--- config.mk ---
export PLATFORM = sky130hd
export DESIGN_NAME = sync_length_crc16_frame_parser
export DESIGN_NICKNAME = d
export VERILOG_FILES = /design/src/hw/rtl/sfp_pkg.sv /design/src/hw/rtl/sfp_front.sv /design/src/hw/rtl/sfp_queue.sv /design/src/hw/rtl/sfp_back.sv /design/src/hw/rtl/sync_length_crc16_frame_parser.sv
export SDC_FILE = /design/constraint.sdc
export NUM_CORES = 2
export LEC_CHECK = 0
export BUFFER_PORTS_ARGS = -buffer_cell sky130_fd_sc_hd__buf_2
export CAP_MARGIN = 30
export CORE_MARGIN = 2
export CORE_UTILIZATION = 50
export DETAILED_ROUTE_END_ITERATION = 16
export GPL_TIMING_DRIVEN = 0
export PLACE_DENSITY_LB_ADDON = 0.1
export SLEW_MARGIN = 5
export SYNTH_ARGS = -nofsm -noshare
export SYNTH_HDL_FRONTEND = slang
export SYNTH_SLANG_ARGS = --single-unit
--- constraint.sdc ---
create_clock -name clk_i -period 7.4 [get_ports clk_i]
set_input_delay 0.37 -clock clk_i [delete_from_list [all_inputs] [get_ports clk_i]]
set_output_delay 0.37 -clock clk_i [all_outputs]
set_load 0.05 [all_outputs]
--- src/hw/rtl/sfp_pkg.sv ---
`timescale 1ns / 1ps
// Shared types, constants and CRC helper for the sync/length/CRC-16 frame parser.
// No dependencies; used by every module of the parser.
package sfp_pkg;

  localparam int unsigned HeaderBytes = 9;
  localparam int unsigned QueueDepth  = 2;
  localparam logic [6:0]  HeaderEnd   = 7'd11;
  localparam logic [15:0] CrcInit     = 16'hFFFF;
  localparam logic [15:0] CrcPoly     = 16'h1021;
  localparam logic [15:0] CrcTop      = 16'h8000;

  typedef enum logic [1:0] {
    REG_FIRST_SYNC  = 2'd0,
    REG_SECOND_SYNC = 2'd1,
    REG_VERSION     = 2'd2
  } reg_idx_e;

  typedef enum logic [1:0] {
    BK_IDLE,
    BK_READ,
    BK_LOAD
  } back_state_e;

  typedef struct packed {
    logic [7:0] first_sync;
    logic [7:0] second_sync;
    logic [7:0] version;
  } parser_cfg_t;

  typedef struct packed {
    logic [7:0]  version;
    logic [7:0]  ftype;
    logic [7:0]  flags;
    logic [31:0] seq;
    logic [6:0]  len;
  } frame_desc_t;

  typedef struct packed {
    logic       en;
    logic       bank;
    logic [5:0] idx;
    logic [7:0] data;
  } pay_wr_t;

  function automatic logic [15:0] crc_byte(input logic [15:0] crc, input logic [7:0] b);
    logic [15:0] c;
    c = crc ^ {b, 8'h00};
    for (int i = 0; i < 8; i++) begin
      if ((c & CrcTop) != 16'h0000) begin
        c = {c[14:0], 1'b0} ^ CrcPoly;
      end else begin
        c = {c[14:0], 1'b0};
      end
    end
    return c;
  endfunction

endpackage

--- src/hw/rtl/sfp_front.sv ---
`timescale 1ns / 1ps
// Front end: sync hunt, header capture, running CRC, payload writes and frame commit.
// Depends on sfp_pkg.
module sfp_front #(
  parameter int unsigned MaxPayloadBytes = 64
) (
  input  logic                 clk_i,
  input  logic                 rst_ni,
  input  sfp_pkg::parser_cfg_t cfg_i,
  input  logic                 in_valid_i,
  output logic                 in_ready_o,
  input  logic [7:0]           in_byte_i,
  input  logic                 q_full_i,
  input  logic                 q_bank_i,
  output logic                 push_o,
  output sfp_pkg::frame_desc_t desc_o,
  output sfp_pkg::pay_wr_t     wr_o
);

  logic        active_q, active_d;
  logic [6:0]  cnt_q, cnt_d;
  logic [6:0]  len_q, len_d;
  logic [15:0] crc_q, crc_d;
  logic [7:0]  hdr_q [sfp_pkg::HeaderBytes];
  logic [7:0]  crcl_q;
  logic        hdr_we, crcl_we, accept;
  logic [6:0]  pos;
  logic [3:0]  hdr_idx;
  logic [15:0] len16;
  logic [6:0]  pay_idx;

  assign in_ready_o = !q_full_i;
  assign accept     = in_valid_i && !q_full_i;
  assign pos        = cnt_q + 7'd1;
  assign hdr_idx    = 4'(pos - 7'd3);
  assign len16      = {in_byte_i, hdr_q[7]};
  assign pay_idx    = pos - sfp_pkg::HeaderEnd - 7'd1;

  assign desc_o.version = hdr_q[0];
  assign desc_o.ftype   = hdr_q[1];
  assign desc_o.flags   = hdr_q[2];
  assign desc_o.seq     = {hdr_q[6], hdr_q[5], hdr_q[4], hdr_q[3]};
  assign desc_o.len     = len_q;

  always_comb begin
    active_d = active_q;
    cnt_d    = cnt_q;
    len_d    = len_q;
    crc_d    = crc_q;
    hdr_we   = 1'b0;
    crcl_we  = 1'b0;
    push_o   = 1'b0;
    wr_o     = '0;
    if (accept) begin
      if (!active_q) begin
        if (in_byte_i == cfg_i.first_sync) begin
          active_d = 1'b1;
          cnt_d    = 7'd1;
          len_d    = '0;
          crc_d    = sfp_pkg::CrcInit;
        end
      end else begin
        cnt_d = pos;
        if (pos == 7'd2) begin
          if (in_byte_i != cfg_i.second_sync) begin
            len_d = '0;
            crc_d = sfp_pkg::CrcInit;
            if (in_byte_i == cfg_i.first_sync) begin
              cnt_d = 7'd1;
            end else begin
              active_d = 1'b0;
              cnt_d    = '0;
            end
          end
        end else if (pos <= sfp_pkg::HeaderEnd) begin
          hdr_we = 1'b1;
          crc_d  = sfp_pkg::crc_byte(crc_q, in_byte_i);
          if (pos == sfp_pkg::HeaderEnd) begin
            if (hdr_q[0] != cfg_i.version || len16 > 16'(MaxPayloadBytes)) begin
              active_d = 1'b0;
              cnt_d    = '0;
              len_d    = '0;
              crc_d    = sfp_pkg::CrcInit;
            end else begin
              len_d = len16[6:0];
            end
          end
        end else if (pos <= sfp_pkg::HeaderEnd + len_q) begin
          wr_o.en   = 1'b1;
          wr_o.bank = q_bank_i;
          wr_o.idx  = pay_idx[5:0];
          wr_o.data = in_byte_i;
          crc_d     = sfp_pkg::crc_byte(crc_q, in_byte_i);
        end else if (pos == sfp_pkg::HeaderEnd + len_q + 7'd1) begin
          crcl_we = 1'b1;
        end else begin
          push_o   = ({in_byte_i, crcl_q} == crc_q);
          active_d = 1'b0;
          cnt_d    = '0;
          len_d    = '0;
          crc_d    = sfp_pkg::CrcInit;
        end
      end
    end
  end

  always_ff @(posedge clk_i or negedge rst_ni) begin
    if (!rst_ni) begin
      active_q <= 1'b0;
      cnt_q    <= '0;
      len_q    <= '0;
      crc_q    <= sfp_pkg::CrcInit;
    end else begin
      active_q <= active_d;
      cnt_q    <= cnt_d;
      len_q    <= len_d;
      crc_q    <= crc_d;
    end
  end

  always_ff @(posedge clk_i) begin
    if (hdr_we) begin
      hdr_q[hdr_idx] <= in_byte_i;
    end
    if (crcl_we) begin
      crcl_q <= in_byte_i;
    end
  end

endmodule

--- src/hw/rtl/sfp_queue.sv ---
`timescale 1ns / 1ps
// Two-slot queue of committed frame descriptors; slot index doubles as payload bank.
// Depends on sfp_pkg.
module sfp_queue (
  input  logic                 clk_i,
  input  logic                 rst_ni,
  input  logic                 push_i,
  input  sfp_pkg::frame_desc_t desc_i,
  input  logic                 pop_i,
  output sfp_pkg::frame_desc_t head_o,
  output logic                 full_o,
  output logic                 empty_o,
  output logic                 wr_ptr_o,
  output logic                 rd_ptr_o
);

  sfp_pkg::frame_desc_t slot_q [sfp_pkg::QueueDepth];
  logic       wr_ptr_q, rd_ptr_q;
  logic [1:0] cnt_q, cnt_d;

  assign full_o   = (cnt_q == 2'(sfp_pkg::QueueDepth));
  assign empty_o  = (cnt_q == 2'd0);
  assign wr_ptr_o = wr_ptr_q;
  assign rd_ptr_o = rd_ptr_q;
  assign head_o   = slot_q[rd_ptr_q];

  always_comb begin
    cnt_d = cnt_q;
    if (push_i && !pop_i) begin
      cnt_d = cnt_q + 2'd1;
    end else if (pop_i && !push_i) begin
      cnt_d = cnt_q - 2'd1;
    end
  end

  always_ff @(posedge clk_i or negedge rst_ni) begin
    if (!rst_ni) begin
      wr_ptr_q <= 1'b0;
      rd_ptr_q <= 1'b0;
      cnt_q    <= '0;
    end else begin
      cnt_q <= cnt_d;
      if (push_i) begin
        wr_ptr_q <= !wr_ptr_q;
      end
      if (pop_i) begin
        rd_ptr_q <= !rd_ptr_q;
      end
    end
  end

  always_ff @(posedge clk_i) begin
    if (push_i) begin
      slot_q[wr_ptr_q] <= desc_i;
    end
  end

  a_no_push_full: assert property (@(posedge clk_i) disable iff (!rst_ni)
    push_i |-> !full_o) else $error("push into full queue");
  a_no_pop_empty: assert property (@(posedge clk_i) disable iff (!rst_ni)
    pop_i |-> !empty_o) else $error("pop from empty queue");
  a_ptr_count: assert property (@(posedge clk_i) disable iff (!rst_ni)
    (cnt_q == 2'd0 || cnt_q == 2'd2) |-> (wr_ptr_q == rd_ptr_q))
    else $error("queue pointers disagree with count");

endmodule

--- src/hw/rtl/sfp_back.sv ---
`timescale 1ns / 1ps
// Back end: double-banked payload memory and result sequencer with output register.
// Depends on sfp_pkg.
module sfp_back #(
  parameter int unsigned MaxPayloadBytes = 64
) (
  input  logic                 clk_i,
  input  logic                 rst_ni,
  input  sfp_pkg::pay_wr_t     wr_i,
  input  sfp_pkg::frame_desc_t desc_i,
  input  logic                 empty_i,
  input  logic                 bank_i,
  output logic                 pop_o,
  output logic                 m_tvalid,
  input  logic                 m_tready,
  output logic [79:0]          m_tdata,
  output logic                 m_tuser,
  output logic                 m_tlast
);

  localparam int unsigned IdxW  = (MaxPayloadBytes > 1) ? $clog2(MaxPayloadBytes) : 1;
  localparam int unsigned Depth = 2 * (1 << IdxW);

  logic [7:0]  mem_q [Depth];
  logic [7:0]  rd_q;
  sfp_pkg::back_state_e state_q, state_d;
  logic [5:0]  k_q, k_d;
  logic        tvalid_q, tvalid_d;
  logic [79:0] tdata_q;
  logic        tuser_q, tlast_q;
  logic        load, last, present;
  logic [7:0]  pay;

  assign present  = (desc_i.len != 7'd0);
  assign last     = !present || (({1'b0, k_q} + 7'd1) == desc_i.len);
  assign pay      = present ? rd_q : 8'h00;
  assign m_tvalid = tvalid_q;
  assign m_tdata  = tdata_q;
  assign m_tuser  = tuser_q;
  assign m_tlast  = tlast_q;

  always_comb begin
    state_d = state_q;
    k_d     = k_q;
    pop_o   = 1'b0;
    load    = 1'b0;
    unique case (state_q)
      sfp_pkg::BK_IDLE: begin
        if (!empty_i) begin
          k_d     = '0;
          state_d = sfp_pkg::BK_READ;
        end
      end
      sfp_pkg::BK_READ: begin
        state_d = sfp_pkg::BK_LOAD;
      end
      sfp_pkg::BK_LOAD: begin
        if (!tvalid_q || m_tready) begin
          load = 1'b1;
          if (last) begin
            pop_o   = 1'b1;
            state_d = sfp_pkg::BK_IDLE;
          end else begin
            k_d     = k_q + 6'd1;
            state_d = sfp_pkg::BK_READ;
          end
        end
      end
      default: state_d = sfp_pkg::BK_IDLE;
    endcase
    if (load) begin
      tvalid_d = 1'b1;
    end else if (m_tready) begin
      tvalid_d = 1'b0;
    end else begin
      tvalid_d = tvalid_q;
    end
  end

  always_ff @(posedge clk_i or negedge rst_ni) begin
    if (!rst_ni) begin
      state_q  <= sfp_pkg::BK_IDLE;
      k_q      <= '0;
      tvalid_q <= 1'b0;
    end else begin
      state_q  <= state_d;
      k_q      <= k_d;
      tvalid_q <= tvalid_d;
    end
  end

  always_ff @(posedge clk_i) begin
    if (wr_i.en) begin
      mem_q[{wr_i.bank, wr_i.idx[IdxW-1:0]}] <= wr_i.data;
    end
    rd_q <= mem_q[{bank_i, k_q[IdxW-1:0]}];
  end

  always_ff @(posedge clk_i) begin
    if (load) begin
      tdata_q <= {3'b000, pay, k_q, desc_i.len, desc_i.seq,
                  desc_i.flags, desc_i.ftype, desc_i.version};
      tuser_q <= present;
      tlast_q <= last;
    end
  end

  a_busy_has_frame: assert property (@(posedge clk_i) disable iff (!rst_ni)
    (state_q != sfp_pkg::BK_IDLE) |-> !empty_i) else $error("sequencer busy without frame");
  a_pop_on_last: assert property (@(posedge clk_i) disable iff (!rst_ni)
    pop_o |=> (tvalid_q && tlast_q)) else $error("frame popped without last result");
  a_pos_in_range: assert property (@(posedge clk_i) disable iff (!rst_ni)
    (state_q == sfp_pkg::BK_LOAD && present) |-> ({1'b0, k_q} < desc_i.len))
    else $error("byte position beyond payload");

endmodule

--- src/hw/rtl/sync_length_crc16_frame_parser.sv ---
`timescale 1ns / 1ps
// Top level of the sync/length/CRC-16 frame parser: config registers and the
// front, queue and back instances. Depends on sfp_pkg, sfp_front, sfp_queue, sfp_back.
//
// Channel  | Direction | Handshake                  | Contents
// s_*      | in        | s_tvalid / s_tready        | tdata[7:0] rx_byte
// m_*      | out       | m_tvalid / m_tready        | tdata frame fields, tuser byte_present,
//          |           |                            | tlast last_of_frame
// APB      | in        | psel & penable & pwrite    | 0x0 first sync, 0x4 second sync,
//          |           |                            | 0x8 accepted version
//
// Input takes one byte per cycle; s_tready drops only while both queue slots hold
// committed frames not yet drained.
// A frame is committed to the queue with its last CRC byte; an idle back end then passes
// through READ, for the registered payload memory read, and LOAD for every result.
// Reset clears control state and loads the register defaults; no clearing pass.
// A stalled m_tready holds the output register; the front keeps parsing until both queue slots fill.
module sync_length_crc16_frame_parser #(
  parameter int unsigned MaxPayloadBytes = 64
) (
  input  logic        clk_i,
  input  logic        rst_ni,
  input  logic        s_tvalid,
  output logic        s_tready,
  input  logic [7:0]  s_tdata,   // [7:0] rx_byte
  output logic        m_tvalid,
  input  logic        m_tready,
  // [7:0] frame_version, [15:8] type_code, [23:16] frame_flags,
  // [55:24] sequence_number, [62:56] payload_count, [68:63] byte_position,
  // [76:69] payload_byte, [79:77] zero
  output logic [79:0] m_tdata,
  output logic        m_tuser,   // [0] byte_present
  output logic        m_tlast,
  input  logic        psel,
  input  logic        penable,
  input  logic        pwrite,
  input  logic [3:0]  paddr,
  input  logic [31:0] pwdata,
  output logic [31:0] prdata,
  output logic        pready
);

  sfp_pkg::parser_cfg_t cfg_q;
  sfp_pkg::frame_desc_t push_desc, head_desc;
  sfp_pkg::pay_wr_t     pay_wr;
  sfp_pkg::reg_idx_e    reg_idx;
  logic push, pop, q_full, q_empty, wr_ptr, rd_ptr;

  assign pready  = 1'b1;
  assign reg_idx = sfp_pkg::reg_idx_e'(paddr[3:2]);

  always_comb begin
    unique case (reg_idx)
      sfp_pkg::REG_FIRST_SYNC:  prdata = {24'h0, cfg_q.first_sync};
      sfp_pkg::REG_SECOND_SYNC: prdata = {24'h0, cfg_q.second_sync};
      sfp_pkg::REG_VERSION:     prdata = {24'h0, cfg_q.version};
      default:                  prdata = '0;
    endcase
  end

  always_ff @(posedge clk_i or negedge rst_ni) begin
    if (!rst_ni) begin
      cfg_q.first_sync  <= 8'hA5;
      cfg_q.second_sync <= 8'h5A;
      cfg_q.version     <= 8'h01;
    end else if (psel && penable && pwrite && pready) begin
      unique case (reg_idx)
        sfp_pkg::REG_FIRST_SYNC:  cfg_q.first_sync  <= pwdata[7:0];
        sfp_pkg::REG_SECOND_SYNC: cfg_q.second_sync <= pwdata[7:0];
        sfp_pkg::REG_VERSION:     cfg_q.version     <= pwdata[7:0];
        default: ;
      endcase
    end
  end

  sfp_front #(
    .MaxPayloadBytes(MaxPayloadBytes)
  ) u_front (
    .clk_i      (clk_i),
    .rst_ni     (rst_ni),
    .cfg_i      (cfg_q),
    .in_valid_i (s_tvalid),
    .in_ready_o (s_tready),
    .in_byte_i  (s_tdata),
    .q_full_i   (q_full),
    .q_bank_i   (wr_ptr),
    .push_o     (push),
    .desc_o     (push_desc),
    .wr_o       (pay_wr)
  );

  sfp_queue u_queue (
    .clk_i    (clk_i),
    .rst_ni   (rst_ni),
    .push_i   (push),
    .desc_i   (push_desc),
    .pop_i    (pop),
    .head_o   (head_desc),
    .full_o   (q_full),
    .empty_o  (q_empty),
    .wr_ptr_o (wr_ptr),
    .rd_ptr_o (rd_ptr)
  );

  sfp_back #(
    .MaxPayloadBytes(MaxPayloadBytes)
  ) u_back (
    .clk_i    (clk_i),
    .rst_ni   (rst_ni),
    .wr_i     (pay_wr),
    .desc_i   (head_desc),
    .empty_i  (q_empty),
    .bank_i   (rd_ptr),
    .pop_o    (pop),
    .m_tvalid (m_tvalid),
    .m_tready (m_tready),
    .m_tdata  (m_tdata),
    .m_tuser  (m_tuser),
    .m_tlast  (m_tlast)
  );

endmodule

# Yosys cells after proc, flatten, opt, wreduce, memory -nomap -nowiden
# Memories as Yosys holds them, arrays and structs flattened. A register that Yosys moved wholly into a read port is not among the register bits.
# Cells that the tools add are included.
# word_totals
regBits,155
latchBits,0
ramBits,1222
mem_bits_ro,0
inputBits,51
out_inout_bits,117
wordCells,261
n_memories,3
# op_classes
addsub,10
n_mul,0
n_div,0
magnitude_cmp,3
n_eq_ne,21
n_shift,0
mux,159
n_bitwise,16
n_reduce_logical,31
# memory_table
name,depth,word_bits,read_ports,rd_clocked_by_memory_dff,write_ports,line_no,rtl
u_back.mem_q,128,8,1,1,1,sfp_back.sv:24,logic [7:0] mem_q [Depth];
u_queue.slot_q,2,63,1,0,1,sfp_queue.sv:17,sfp_pkg::frame_desc_t slot_q [sfp_pkg::QueueDepth];
u_front.hdr_q,9,8,8,0,1,sfp_front.sv:24,logic [7:0] hdr_q [sfp_pkg::HeaderBytes];
# ops
op,n
16-bit 2-to-1 mux,77
13-bit 2-to-1 mux,15
7-bit 2-to-1 mux,18
3-bit NOT,15
1-bit 2-to-1 mux,39
8-bit case mux with 3 select lines,1
6-bit 2-to-1 mux,3
16-bit equality test,1
"16-bit by 7-bit greater-than comparator with 1-bit output, second input constant",1
8-bit != test,2
16-bit XOR,1
"7-bit by 1-bit adder with 7-bit output, second input constant",2
7-bit equality test,2
"4-bit != test, second input constant",3
6-bit case mux with 2 select lines,1
2-bit AND reduction,5
8-bit equality test,1
2-bit 2-to-1 mux,4
4-bit AND reduction,2
2-bit nonzero test,4
"4-bit by 7-bit adder with 7-bit output, first input constant",1
"6-bit by 1-bit adder with 7-bit output, second input constant",1
"7-bit by 2-bit equality test with 1-bit output, second input constant",1
"7-bit by 4-bit equality test with 1-bit output, second input constant",1
21 further kinds,39

# Depth between registers and ports, before layout
# depth
ltp_word,56
mapped_depth,18
ltp_nobuf,17

# Hierarchy
# A second synthesis with hierarchy kept.
# hier_totals
cells_unflattened,2956
hier_area_um2,54770.0
# by_module_without_submodules
mod,n_inst,cells_per_inst,area_per_inst_um2,seq_area_each_um2
sfp_back,1,2187,43048.8,33507.1
sfp_front,1,449,5343.9,2957.8
sfp_queue,1,212,5032.3,3883.7
sync_length_crc16_frame_parser,1,108,1345.0,611.8

# Worst setup path before layout
# OpenSTA, ideal clock, no wires.
# synth_timing
kind,register -> register
start,register u_front.cnt_q[0]
end,"memory u_queue.slot_q[0][0] (netlist name), enable pin"
setup_ns,0.484
arrival_ns,5.344
required_ns,6.916
path_slack_ns,1.571
path_stages_with_launch,14
path_buffers,1
synth_period_minus_slack_ns,5.829
cell_sequence,dfrtp_1 > buf_2 > nand3_1 > or3_1 > and2_1 > inv_1 > ha_1 > nand3_1 > o22ai_1 > a31o_2 > nor2b_2 > a21boi_1 > nand2_1 > nor2_1
# synth_between
elab_chain_len,10
elab_cells_between_ends,13
classes_between,1 x add/sub; 2 x order compare; 2 x eq/ne; 8 x mux
# synth_lines
item,line_no,rtl
"start, declared",sfp_front.sv:21,"logic [6:0] cnt_q, cnt_d;"
"start signal, assigned",sfp_front.sv:115,cnt_q <= cnt_d;
7-bit by 1-bit adder with 7-bit output *,sfp_front.sv:34,assign pos = cnt_q + 7'd1;
branches (longest 4 deep; another with 7-bit less-or-equal comparator),n/a,
1-bit 2-to-1 mux *,sfp_front.sv:64,if (pos == 7'd2) begin
1-bit 2-to-1 mux *,sfp_front.sv:55,if (!active_q) begin
1-bit 2-to-1 mux *,sfp_front.sv:54,if (accept) begin
1-bit 2-to-1 mux *,sfp_queue.sv:53,if (push_i) begin
1-bit 2-to-1 mux (implied by the code) *,sfp_queue.sv:54,slot_q[wr_ptr_q] <= desc_i;
"end, declared",sfp_queue.sv:17,
# Mark *: on every way between the ends.

# Worst setup path after layout
# layout_timing
start,register u_front.cnt_q[0]
end,"memory u_back.mem_q[34][2], enable pin"
# layout_between
elab_chain_len,9
elab_cells_between_ends,13
classes_between,3 x add/sub; 2 x order compare; 1 x eq/ne; 7 x mux
# layout_lines
item,line_no,rtl
7-bit by 1-bit adder with 7-bit output *,sfp_front.sv:34,
branches (longest 3 deep; another with 6-bit by 4-bit subtractor with 6-bit output),n/a,
16-bit 2-to-1 mux *,sfp_front.sv:64,
16-bit 2-to-1 mux *,sfp_front.sv:55,
16-bit 2-to-1 mux *,sfp_front.sv:54,
1-bit 2-to-1 mux,sfp_back.sv:93,if (wr_i.en) begin
1-bit 2-to-1 mux (implied by the code),sfp_back.sv:94,"mem_q[{wr_i.bank, wr_i.idx[IdxW-1:0]}] <= wr_i.data;"
"end, declared",sfp_back.sv:24,
# Marked as above.

==> metrics.md <==
| Metric | Value |
|---|---|
| FILL cells | `7850` |
| Number of vias per cell | `5.901` |
| Hold Slack | `0.1396 ns` |
| Starting Density | `50.46%` |
| VDD IR max | `0.1867 mV` |
| Largest family of logic cells by synthesized area | `multiplexers` |
| Top_reg_cell synth | `edfxtp_1` |
| Compound-Gate Fraction of Synth Area | `1.135%` |
| Async SR Flop Fraction | `4.938%` |
| Yosys Warn Count | `0` |
| Final Setup Violations | `0` |
| CTS HTree Levels | `4` |
| Post-Route WL | `approximately 130 mm` |
| Sequential area share after synthesis | `75.82%` |
| IO Pins | `168` |
| Status | `complete, no violations` |
| Leakage power | `between 15 and 20 nW` |
| Critical path cell sequence | `buf_2 > nand3_1 > or3_1 > and2_1 > inv_1 > ha_1 > o21a_1 > o22ai_1 > a31o_2 > nand4_1 > nor2_1 > nand3_1 > clkbuf_1 > buf_8 > nor2_1` |
| Mapped Avg Cell Area | `21.39 µm²` |
| GP Congestion | `0.8277` |
| CP bufs+invs | `4` |
| Root buffer cell | `clkbuf_16` |
| #FFs+latches synth | `between 1k and 1.5k` |
| R2R cell count | `15` |
| Pre-Repair DR Iteration Count | `6` |
| GRT overflow | `0` |
| EDFF count, synth | `1301` |
| Slew HR | `between 30% and 40%` |
| Post-route DRC violation count | `0` |
| CP required | `about 7.7 ns` |
| Post-synthesis xor/xnor area fraction | `1.712%` |
| Final Hold Fails | `0` |
| TritonCTS clock tree | `yes` |
| Syn-to-layout area delta | `14.30%` |
| Clock sink count | `1377` |
| DR WL/cell | `29.16 µm` |
| Setup crit end kind | `flop` |
| IO buf count | `113` |
| Clock buffer count from CTS | `142` |
| Fmax | `179.3 MHz` |
| CTS Buffer Depth | `3` |
| First-pass GRT wire length | `~180 mm` |
| CTS clk-pin slew, worst paths | `0.06 ns` |
| Post-route ant nets | `0` |
| Post-synthesis mux area share | `16.57%` |
| Post-DP HPWL | `85.21 mm` |
| Crit path max-delay family | `simple AND/OR/NAND/NOR gates` |
| Hold Path Class | `in2async` |
| Crit Reg-Reg Endpoint | `u_back.mem_q[34][2]` |
| Synth Cell Area | `approximately 54000 µm²` |
| Die Width | `332.7 µm` |
| Clock skew | `0.02329 ns` |
| Slew Viols, Final | `0` |
| Final net count | `2928` |
| Synth Area in Simple Gates | `2.837%` |
| Worst skew pair latency | `between 0.7 and 0.8 ns` |
| Mapped Cells | `between 2k and 3k` |
| Startpoint types | `flop` |
| Chip Height | `around 330 µm` |
| Kind of critical path | `reg2reg` |
| Max FO, Critical Path | `10` |
| Detailed-route via count | `25.78k` |
| Vias in the first global route | `26.51k` |
| FP Rows | `120` |
| Initial antenna violation count | `3` |
| Die area | `110700 µm²` |
| Total power | `18.71 mW` |
| Core footprint | `107100 µm²` |
| RSZ-0062 raised after global routing | `false` |
| Number of diodes | `0` |
| Total global-route track usage | `23.31%` |
| CP peak stage delay | `0.71 ns` |
| Share of cells above drive strength 1 | `30.73%` |
| Slowest cell on crit path | `nand3_1` |
| Final worst path period share | `75.36%` |
| Power density over the cells | `303.1 nW/µm²` |
| Reg2Reg Setup Slack | `1.82 ns` |
| Synth unique cells | `roughly 70` |
| Max-cap violations | `0` |
| DRT iter0 DRCs | `around 2.5k` |
| Largest net degree at the start of global routing | `85` |
| Adder-Cell Fraction of Synth Area | `0.4401%` |
| R2R Path Start | `u_front.cnt_q[0]` |
| Post-route minimum period | `5.577 ns` |
| Setup Buffers After CTS | `0` |
| Worst EP arrival | `5.92 ns` |
| Worst-Margin Slew | `about 0.98 ns` |
==> stage by stage <==
step                      util (%)  setup slack (ns)  cell area (µm²)  instances  TNS (ns)
after floorplan                  -             1.571            54120       2551         0
after CTS                    57.62             1.825            61680       4362         0
after detailed placement     53.34             1.870            57110       4101         0
after global placement       52.72           -0.6935            56440       4067   -451.89
final                        57.68             1.823            61750       4368         0
after global routing         57.68             1.629            61750       4368         0
==> cells by family after synthesis <==
logic type,count (synthesis)
flops,1377
mux,457
simple gates,335
buf+inv,159
xor+xnor,92
compound gates,84
fa+ha+maj,19
other cells,2
==> metal layers <==
metal  global-route usage [%]  part of all wire [%]  vias to the layer above
met1                    32.43                    41                    13690
li1                         -                     -                    10950
met3                    4.285                   6.6                      201
met5                        0                 0.010                        -
met2                    38.18                    49                      936
met4                    6.518                   2.5                        2
==> power breakdown <==
part           internal (mW)  switching [mW]
Combinational           1.05            1.90
Clock                   4.04            2.85
Sequential              8.73           0.138
==> how the worst max path moves through the flow <==
stage	startpoint	endpoint	slack, ns	depth (start not counted)
2_1_floorplan	u_front.cnt_q[0]	u_queue.slot_q[0][0]	1.57	13
3_3_place_gp	u_front.cnt_q[0]	u_queue.slot_q[1][19]	-0.69	13
3_5_place_dp	u_front.cnt_q[0]	u_back.mem_q[50][2]	1.87	15
4_1_cts	u_front.cnt_q[0]	u_back.mem_q[34][2]	1.83	15
5_1_grt	u_front.cnt_q[0]	u_back.mem_q[58][0]	1.63	15
6_report	u_front.cnt_q[0]	u_back.mem_q[34][2]	1.82	15
==> repair_timing <==
item                                   in CTS  in global routing
resized for setup                           0                  0
hold buffers                               10                  0
endpoints found under the hold margin      89                  0
==> cell usage in the layout (no fill, tap or decap), types with 22 or more instances in the layout <==
cell type,synthesis,layout
buf_2,23,135
conb_1,2,28
buf_4,38,43
mux2_2,100,100
mux4_2,336,336
clkbuf_16,0,147
clkinv_2,0,22
nor2_1,161,158
clkbuf_1,57,91
xnor2_1,60,60
edfxtp_1,1301,1301
xor2_1,22,22
clkinv_1,0,23
dfrtp_1,43,43
dfstp_2,25,25
nand2_1,66,66
==> registers in the layout (all words and copies together) (netlist names), 6 cells and up <==
signal,cells
cfg_q,24
u_back.k_q,6
u_back.m_tdata,77
u_back.mem_q,1024
u_back.rd_q,8
u_front.cnt_q,7
u_front.crc_q,16
u_front.crcl_q,8
u_front.hdr_q,64
u_front.len_q,7
u_queue.slot_q,126
==> area by class of cell <==
type | count | area, µm² | area share [%]
flip-flops and latches | 1377 | 40960 | 66.34
multi-input cells | 1015 | 12420 | 20.11
clock buffers | 186 | 3855 | 6.243
well taps | 1403 | 1755 | 2.843
repair buffers | 163 | 1345 | 2.178
plain buffers | 139 | 718.2 | 1.163
clock inverters | 65 | 618.1 | 1.001
inverters | 20 | 75.07 | 0.1216
==> Yosys cell counts, drive strengths merged, types with 19 or more instances <==
| cell type | number | area share (%) |
|---|---|---|
| buf | 82 | 0.93 |
| ha | 19 | 0.44 |
| and2 | 26 | 0.31 |
| inv | 20 | 0.14 |
| clkbuf | 57 | 0.40 |
| nor2 | 161 | 1.1 |
| dfrtp | 43 | 2.0 |
| edfxtp | 1301 | 72 |
| o21ai | 24 | 0.22 |
| mux2 | 110 | 2.4 |
| xor2 | 23 | 0.39 |
| mux4 | 336 | 14 |
| xnor2 | 62 | 1.0 |
| nand2 | 66 | 0.46 |
| dfstp | 25 | 1.2 |
Note: power is estimated with default switching activity, not from simulation.
